==> src/amf_pkg.sv <==
// ----------------------------------------------------------------------------
// Adaptive median filter package
// Shared widths, register indexes, controller states and the command and
// status bundles between the controller and the datapath.
// ----------------------------------------------------------------------------
package amf_pkg;

   localparam int PIX_W      = 8;
   localparam int COL_W      = 11;
   localparam int HGT_W      = 13;
   localparam int MWIN_W     = 3;
   localparam int CSR_W      = 13;
   localparam int CSR_IDX_W  = 2;
   localparam int MAX_HEIGHT = 4096;
   localparam int BIT_W      = 3;

   localparam logic [COL_W-1:0]  RST_FRAME_WIDTH  = 11'd640;
   localparam logic [HGT_W-1:0]  RST_FRAME_HEIGHT = 13'd480;
   localparam logic [MWIN_W-1:0] RST_MAX_WINDOW   = 3'd7;

   localparam logic [CSR_IDX_W-1:0] CSR_FRAME_WIDTH  = 2'd0;
   localparam logic [CSR_IDX_W-1:0] CSR_FRAME_HEIGHT = 2'd1;
   localparam logic [CSR_IDX_W-1:0] CSR_MAX_WINDOW   = 2'd2;

   typedef enum logic [3:0] {
      ST_IDLE,
      ST_CHECK,
      ST_MM_INIT,
      ST_MM_SCAN,
      ST_MM_DRAIN,
      ST_BS_INIT,
      ST_BS_SCAN,
      ST_BS_DRAIN,
      ST_BS_EVAL,
      ST_WIN_EVAL,
      ST_DONE
   } state_type;

   typedef struct packed {
      logic write_px;
      logic win_first;
      logic win_next;
      logic scan_init;
      logic mm_clear;
      logic issue_mm;
      logic issue_cnt;
      logic bs_start;
      logic bs_clear;
      logic bs_update;
      logic load_out;
   } cmd_type;

   typedef struct packed {
      logic in_done;
      logic emit_due;
      logic scan_last;
      logic count_le_k;
      logic bit_zero;
      logic win_pass;
      logic win_last;
      logic out_free;
   } status_type;

endpackage

==> src/amf_ctrl.sv <==
// ----------------------------------------------------------------------------
// Adaptive median filter controller
// Sequences item intake, the window scans and the median bisection passes.
// ----------------------------------------------------------------------------
module amf_ctrl (
   input  logic                clock,
   input  logic                reset,
   input  logic                req_tvalid,
   output logic                req_tready,
   input  logic                req_flush,
   input  amf_pkg::status_type status,
   output amf_pkg::cmd_type    cmd
);

   amf_pkg::state_type state_ff;
   amf_pkg::state_type state_in;

   always_ff @(posedge clock) begin
      if (reset) begin
         state_ff <= amf_pkg::ST_IDLE;
      end else begin
         state_ff <= state_in;
      end
   end

   always_comb begin
      state_in   = state_ff;
      cmd        = '0;
      req_tready = 1'b0;
      case (state_ff)
         amf_pkg::ST_IDLE: begin
            req_tready = !reset;
            if (req_tvalid && !reset) begin
               if (status.in_done) begin
                  cmd.win_first = 1'b1;
                  state_in      = amf_pkg::ST_MM_INIT;
               end else if (!req_flush) begin
                  cmd.write_px = 1'b1;
                  state_in     = amf_pkg::ST_CHECK;
               end
            end
         end
         amf_pkg::ST_CHECK: begin
            if (status.emit_due) begin
               cmd.win_first = 1'b1;
               state_in      = amf_pkg::ST_MM_INIT;
            end else begin
               state_in = amf_pkg::ST_IDLE;
            end
         end
         amf_pkg::ST_MM_INIT: begin
            cmd.scan_init = 1'b1;
            cmd.mm_clear  = 1'b1;
            state_in      = amf_pkg::ST_MM_SCAN;
         end
         amf_pkg::ST_MM_SCAN: begin
            cmd.issue_mm = 1'b1;
            if (status.scan_last) begin
               state_in = amf_pkg::ST_MM_DRAIN;
            end
         end
         amf_pkg::ST_MM_DRAIN: begin
            cmd.bs_start = 1'b1;
            state_in     = amf_pkg::ST_BS_INIT;
         end
         amf_pkg::ST_BS_INIT: begin
            cmd.scan_init = 1'b1;
            cmd.bs_clear  = 1'b1;
            state_in      = amf_pkg::ST_BS_SCAN;
         end
         amf_pkg::ST_BS_SCAN: begin
            cmd.issue_cnt = 1'b1;
            if (status.scan_last) begin
               state_in = amf_pkg::ST_BS_DRAIN;
            end
         end
         amf_pkg::ST_BS_DRAIN: begin
            state_in = amf_pkg::ST_BS_EVAL;
         end
         amf_pkg::ST_BS_EVAL: begin
            cmd.bs_update = 1'b1;
            if (status.bit_zero) begin
               state_in = amf_pkg::ST_WIN_EVAL;
            end else begin
               state_in = amf_pkg::ST_BS_INIT;
            end
         end
         amf_pkg::ST_WIN_EVAL: begin
            if (status.win_pass || status.win_last) begin
               state_in = amf_pkg::ST_DONE;
            end else begin
               cmd.win_next = 1'b1;
               state_in     = amf_pkg::ST_MM_INIT;
            end
         end
         amf_pkg::ST_DONE: begin
            if (status.out_free) begin
               cmd.load_out = 1'b1;
               state_in     = amf_pkg::ST_IDLE;
            end
         end
         default: begin
            state_in = amf_pkg::ST_IDLE;
         end
      endcase
   end

endmodule

==> config.mk <==
export PLATFORM = sky130hd
export DESIGN_NAME = amf_ctrl
export DESIGN_NICKNAME = d
export VERILOG_FILES = /design/src/amf_pkg.sv /design/src/amf_ctrl.sv
export SDC_FILE = /design/constraint.sdc
export NUM_CORES = 1
export LEC_CHECK = 0
export BUFFER_PORTS_ARGS = -buffer_cell sky130_fd_sc_hd__buf_2
export CORE_AREA = 10 10 47 49
export CTS_BUF_LIST = sky130_fd_sc_hd__clkbuf_4 sky130_fd_sc_hd__clkbuf_8 sky130_fd_sc_hd__clkbuf_16
export DETAILED_ROUTE_END_ITERATION = 12
export DIE_AREA = 0 0 57 59
export PLACE_DENSITY = 0.72
export SLEW_MARGIN = 20
export SYNTH_ARGS = -nofsm -noshare
export SYNTH_HDL_FRONTEND = slang
export SYNTH_SLANG_ARGS = --single-unit
==> constraint.sdc <==
create_clock -name clock -period 1.75 [get_ports clock]
set_clock_uncertainty 0.05 [all_clocks]
set_input_delay 0.35 -clock clock [delete_from_list [all_inputs] [get_ports clock]]
set_output_delay 0.35 -clock clock [all_outputs]
set_load 0.02 [all_outputs]
**After elaboration in Yosys (flattened, before gate mapping)**

Index checks and enable logic that the tools add are counted.

- Word-level logic and storage cells: 51
- Output and inout port bits: 12
- Register bits after elaboration: 4
- Bits of input ports: 12

- Reduce and logical (&&, ||, !) cells: 6
- Multiplexer cells: 29
- Equality and inequality tests: 15

Operators by type and width:

| cell | number |
|---|---|
| 4-bit one-hot mux with 11 select lines | 1 |
| 4-bit 2-to-1 mux | 8 |
| 1-bit 2-to-1 mux | 17 |
| 4-bit by 3-bit == test with 1-bit output, second input constant | 4 |
| 4-bit == test, second input constant | 3 |
| 4-bit by 2-bit == test with 1-bit output, second input constant | 2 |
| 2-bit inequality test, second input constant | 4 |
| 5-bit AND reduction | 1 |
| 4-bit by 1-bit == test with 1-bit output, second input constant | 1 |
| 4-bit zero test | 1 |
| 2-bit 2-to-1 mux | 2 |
| 3-bit inequality test, second input constant | 1 |
| 1-bit one-hot mux with 2 select lines | 1 |
| 2-bit OR reduction | 1 |
| 1-bit logical AND | 1 |
| 1-bit zero test | 1 |
| 1-bit logical OR | 1 |

**Longest topological paths before layout**

Gate-level depths: netlist of run 1.

- Depth in word-level cells: 4
- Gate-level depth with buffers: 5
- Gate-level depth less buffers: 4

**Least setup slack after synthesis of run 1**

Ideal clock, no wire load.

- Kind: register to output
- Start point: register state_ff[0]
- End point: output cmd[9] in the netlist's numbering
- Path slack: -0.168 ns
- Stages on the path, launching flop included: 6
- Required time: 1.350 ns
- Arrival time: 1.518 ns
- Buffers on the path: 2
- Path through: dfxtp_1 buf_2 buf_1 nor3b_1 a21oi_1 nor4_1

RTL lines:

| item | line | RTL |
|---|---|---|
| from (decl) | amf_ctrl.sv:15 | `amf_pkg::state_type state_ff;` |
| from (signal assigned) | amf_ctrl.sv:20 | `state_ff <= amf_pkg::ST_IDLE;` |
| from (signal assigned) | amf_ctrl.sv:22 | `state_ff <= state_in;` |
| to (decl) | amf_ctrl.sv:12 | `output amf_pkg::cmd_type cmd` |

==> reports/metrics.cfg, run 1 <==
[routing]
wl_um=1722
avgRoutedWirePerCell_um=14.47
vias_per_cell=5.361
vias=638
drc=0
drt_iter0_markers=15
ant_nets=0
drtPass1Iterations=4

[cts]
clk_pin_slew_worst_paths_ns=0.04
cts_max_level=1
cts_hold_buf=0
clock-sinks=4
cts_root_buf=clkbuf_4
cts.path.max_buffers=2
clk_latency_ns=0.23
cts_made_buffers=3
cts_tree=yes

[critical_path]
reg2reg_depth=5
cp.depth=3
cp-endpoint=cmd[10]
crit_path_start=state_ff[2]
path_cells=or4_4 -> nor4_4 -> buf_4
end_kind=output pin
required_ns=1.35
path_buf_inv=1
cp.arrival_ns=1.48
slowest_delay_ns=0.57
ff2ff_setup_slack_ns=0.12
r2r-start=state_ff[2]
cp-start-kind=flip-flop
cp_max_fo=3
crit_slowest_cell=or4_4
cp_top_family=simple AND/OR/NAND/NOR gates
rr_endpoint=state_ff[0]
critical_path_class=reg -> out

[sta]
worstMarginPinSlew_ns=0.3557
hold_viol_final=0
fin_crit_ns=1.876
rsz0062_at_grt=yes
slew_viol_final=0
fmax_ghz=0.5329
layout_setup_ws_ns=-0.1264
finalCritPeriodShare_pct=107.2
setup_viol=2
relSlewSlack_pct=75.67
whs_ns=0.3865

[floorplan]
coreArea_um2=1401
die_w_um=57
fp-row-count=14
start_util_pct=33.75
fp.dieArea_um2=3363
io_pins=24
fp.dieH_um=59

[synthesis]
synth_top_area_share_pct=16.93
synth_seq_area_share_pct=16.93
netlist_area_um2=473.0
yosysTopAreaCell=dfxtp_1
yosys.area_share.simple_pct=43.39
synth_cells=69
yosysUniqueCellTypes=30
synth_compound_area_share_pct=28.57
synth_fa_ha_area_share_pct=0
synth_xor_xnor_area_share_pct=0
synth.ff_latch_count=4
syn_nets=81
syn_avg_cell_area_um2=6.854
yosys_warnings=0
synthMuxAreaShare_pct=4.233
synth_top_family_by_area=simple AND/OR/NAND/NOR gates
synth.area.top_cells=dfxtp_1, nor3_1, nor2_1, nand2b_1, a31oi_4

[finish]
drive_gt1_share_pct=57.28
antennaDiodeCount=0
final_common_cell=buf_4
fillers=130
finalNetCount=117
syn_to_final_growth_pct=73.02
fin_cells=119
top_regs=state_ff (4)
fin_area_um2=818.3
regArea_um2=87.58
final_cell_mix=buf_4, buf_2, nor2_1, nor3_1
multiInputGateArea_um2=429.2
utilization_pct=58.39
largest_reg_flops=4
top_register=state_ff

[hold_path]
hold_depth=3
hold_class=in -> reg

[placement]
dpl_cell_area_um2=660.6
io_buffers=22
place_inst=110
gp_congestion=0.8320
dp_hpwl_um=1290

[power_and_ir_drop]
ir_drop_uv=329.4
swShare_pct=37.31
p_seq_share_pct=22.6
internal_power_uw=308.7
pwr-share-clk_pct=22.5
p_leak_nw=0.3647
p_per_area_nw_per_um2=601.7
p_sw_uw=183.7
finalPower_uw=492.4
power_frac_comb_pct=54.9

[global_route]
grt_remaining_overflow=0
grt_pass1_wl_um=2835
grt_pass1_vias=631
track_usage_pct=10.03
grt_max_degree=15
grt_antenna_before_repair=0

[run_status]
status=finished with violations
violations=setup timing

[flow_run]
maxCapViolCount=0

[worst reg2reg max path, cell delays in order, from the launching register on]
cell and delay (ns):
dfxtp_2 0.32, or4_4 0.57, buf_4 0.17, a31oi_4 0.16, a311oi_2 0.09, mux2i_1 0.15
[worst min-delay path by stage]
stage / endpoint / slack (ns) / startpoint
after floorplan: state_ff[3] / 0.37 / reset
after global placement: state_ff[2] / 0.59 / state_ff[2]
after detailed placement: state_ff[2] / 0.60 / state_ff[2]
after CTS: state_ff[3] / 0.37 / reset
after global routing: state_ff[3] / 0.40 / reset
final: state_ff[3] / 0.39 / reset
[repair_timing]
item | CTS | global route
buffers inserted | 4 | 2
gates resized for setup | 11 | 17
setup endpoints to repair | 7 | 9
pin swaps | 1 | 0
endpoints found under the hold margin | 0 | 0
[cells by family after synthesis]
family	count (synthesis)
DFF	4
and+or+nand+nor	39
AOI/OAI and AO/OA	16
buffers and inverters	8
muxes	2
[Yosys cell counts]
master	n
a2111oi_0	1
a21oi_1	4
a311oi_2	1
a31oi_4	1
buf_1	1
buf_2	2
clkbuf_1	2
dfxtp_1	4
inv_1	2
inv_2	1
mux2i_1	2
nand2_1	4
nand2b_1	5
nand3_1	1
nand3b_1	1
nor2_1	11
nor2b_1	1
nor3_1	9
nor3b_1	1
nor4_1	3
nor4b_1	1
o211ai_1	1
o21a_1	1
o21ai_0	1
o2bb2ai_1	1
o31a_1	2
o31ai_1	2
o32ai_1	1
or2b_1	1
or4_4	1
[area by class of cell]
type,instances,area share [%]
clock buffers,3,2.752
multi-input cells,57,52.45
flip-flops and latches,4,10.70
inverters,3,1.376
repair buffers,36,30.28
well taps,16,2.446
[metal layers]
layer / global-route usage, % / wire length, µm
met3: 2.146 / 80
met5: 0 / 0
met1: 10.60 / 688
met4: 4.027 / 30
met2: 18.76 / 922
[stage by stage]
| step | worst slack [ns] | setup TNS [ns] |
|---|---|---|
| 6_report | -0.1264 | -0.1608 |
| 5_1_grt | -0.1861 | -0.2751 |
| 4_1_cts | -0.1019 | -0.1448 |
| 3_5_place_dp | 0.05074 | 0 |
| 3_3_place_gp | 0.1153 | 0 |
| 2_1_floorplan | 0.05847 | 0 |
[power groups by stage]
stage	Sequential [mW]	Combinational, mW	Clock (mW)
CTS	0.108	0.245	0.119
finish	0.111	0.270	0.111
global route	0.113	0.291	0.127
detailed placement	0.112	0.214	0
floorplan	0.107	0.146	0
global placement	0.112	0.210	0
No activity file was read; power rests on OpenSTA's default activity.
==> run 2, diff against run 1 <==
Settings changed: ABC_AREA from default to 1, PLACE_DENSITY 0.72 to 0.66.
==> run 2 against run 1 <==
Net effect:
- the run now ends clean
- first-iteration DRC count shrank 67%
- sequential share of layout area grew 3.7 points
- synthesized area shrank 15%
- worst setup slack gained 0.27 ns
- register-to-register slack improved by 0.31 ns
- die area unchanged
- total power is 4.0% lower
- wire length fell by 24%
- maximum frequency rose by 17%
- count of clock-buffer cells in the layout unchanged
==> reports/metrics.cfg, run 2 <==
[synthesis]
yosysTopAreaCell=dfxtp_1
syn_nets=93
syn_avg_cell_area_um2=4.989
ys_async_sr_fraction_pct=0
synth.ff_latch_count=4
synth_edf_count=0
netlist_area_um2=404.1
yosys_warnings=0
yosys-top-cells-count=nand2_1, nor2_1, inv_1
yosysUniqueCellTypes=11
synth_top_area_share_pct=19.81
synth_seq_area_share_pct=19.81
synth-main-ff-cell=dfxtp_1
synth_cells=81
synth.area.top_cells=dfxtp_1, nand2_1, nor2_1, inv_1, nand3_1

[sta]
whs_ns=0.3023
fin_crit_ns=1.606
hold_viol_final=0
setup_viol=0
setup_tns_ns=0
relSlewSlack_pct=85.64
finalCritPeriodShare_pct=91.77
slew_viol_final=0
fmax_ghz=0.6227
layout_setup_ws_ns=0.1441
worstMarginPinSlew_ns=0.2132
rsz0062_at_grt=yes

[cts]
cts_tree=yes
clk_latency_ns=0.23
clock-sinks=4
cts_hold_buf=0
postCtsSetupRepairBufs=0
cts_max_level=1
cts_root_buf=clkbuf_4
ctsResizeCount=0
clk_pin_slew_worst_paths_ns=0.03
cts.path.max_buffers=2
cts_made_buffers=3

[global_route]
grt_antenna_before_repair=0
track_usage_pct=7.796
grt_pass1_vias=555
grt_max_degree=8
grt_remaining_overflow=0
grt_pass1_wl_um=2194

[floorplan]
start_util_pct=28.84
coreArea_um2=1401
fp-row-count=14
fp.dieArea_um2=3363
die_w_um=57
io_pins=24
fp.dieH_um=59

[critical_path]
cp-start-kind=flip-flop
end_kind=output pin
required_ns=1.35
critical_path_class=reg -> out
cp.arrival_ns=1.21
reg2reg_depth=10
cp_max_fo=7

[placement]
io_buffers=22
post-place-ws_ns=0.2572
place_inst=121
dp_hpwl_um=1151
gp_congestion=0.8920

[finish]
finalNetCount=122
fillers=169
largest_reg_flops=4
antennaDiodeCount=0
top_register=state_ff
final_cell_mix=buf_2, nand2_1, nor2_1, inv_1, nand3_1
drive_gt1_share_pct=31.48
top_regs=state_ff (4)
final_common_cell=buf_2
fin_cells=124
syn_to_final_growth_pct=45.82

[power_and_ir_drop]
p_leak_nw=0.3525
finalPower_uw=472.5
ir_drop_uv=512.7
p_per_area_nw_per_um2=801.7

[routing]
drt_iter0_markers=5
vias=580
ant_nets=0
drtPass1Iterations=4
drc=0
wl_um=1311
vias_per_cell=4.677
avgRoutedWirePerCell_um=10.57

[run_status]
status=finished, final reports clean

[flow_run]
maxCapViolCount=0

[hold_path]
hold_depth=2
hold_class=in -> reg

## run 2: changes by cell type after synthesis, moves of 2 or more
cell      previous run  this run
buf_2                2         0
clkbuf_1             2         0
inv_1                2        14
mux2i_1              2         0
nand2_1              4        21
nand2b_1             5         0
nand3_1              1         8
nor2_1              11        21
nor3_1               9         2
o21ai_0              1         4
o31a_1               2         0
## run 2: where the power goes
part | total (mW) | leakage, nW | internal (mW) | switching (mW)
Combinational | 0.238 | 0.304 | 0.0831 | 0.155
Clock | 0.107 | 0.0138 | 0.0762 | 0.0309
Sequential | 0.128 | 0.0343 | 0.107 | 0.0205
## run 2: layout make-up
cell class | instances | area, µm² | share of cell area, %
clock buffers | 3 | 22.52 | 3.822
inverters | 14 | 52.55 | 8.917
multi-input cells | 63 | 284.0 | 48.20
flip-flops and latches | 4 | 85.08 | 14.44
well taps | 16 | 20.02 | 3.397
repair buffers | 24 | 125.1 | 21.23
## run 2: cells by family (layout without fill, tap and decap cells)
group | Yosys count | count (layout) | share of synthesized area, %
AND/OR/NAND/NOR | 54 | 54 | 54.49
buffers and inverters | 14 | 41 | 13.00
AO/OA/AOI/OAI | 9 | 9 | 12.69
flip-flops | 4 | 4 | 19.82
## run 2: metrics by stage
step / cell area (µm²) / utilization, %
2_1_floorplan: 404.1 / -
3_3_place_gp: 549.3 / 39.20
3_5_place_dp: 549.3 / 39.20
4_1_cts: 571.8 / 40.80
5_1_grt: 589.3 / 42.05
6_report: 589.3 / 42.05
## run 2: metal layers
layer | global-route usage [%] | wire length [µm]
met1 | 8.363 | 591
met2 | 12.56 | 579
met5 | 0 | 0
met3 | 4.292 | 132
met4 | 3.020 | 8
## run 2: worst max-delay path: stages, from the launching register on
cell and delay (ns):
dfxtp_2 0.38, inv_1 0.08, nand2_1 0.12, nor2_1 0.08
nor2_2 0.13, inv_1 0.04, buf_2 0.15
## run 2: worst paths after layout
check | end | slack, ns | startpoint
max | cmd[7] | 0.14 | state_ff[1]
min | state_ff[2] | 0.30 | reset
max reg2reg | state_ff[1] | 0.43 | state_ff[3]
min reg2reg | state_ff[1] | 0.48 | state_ff[1]
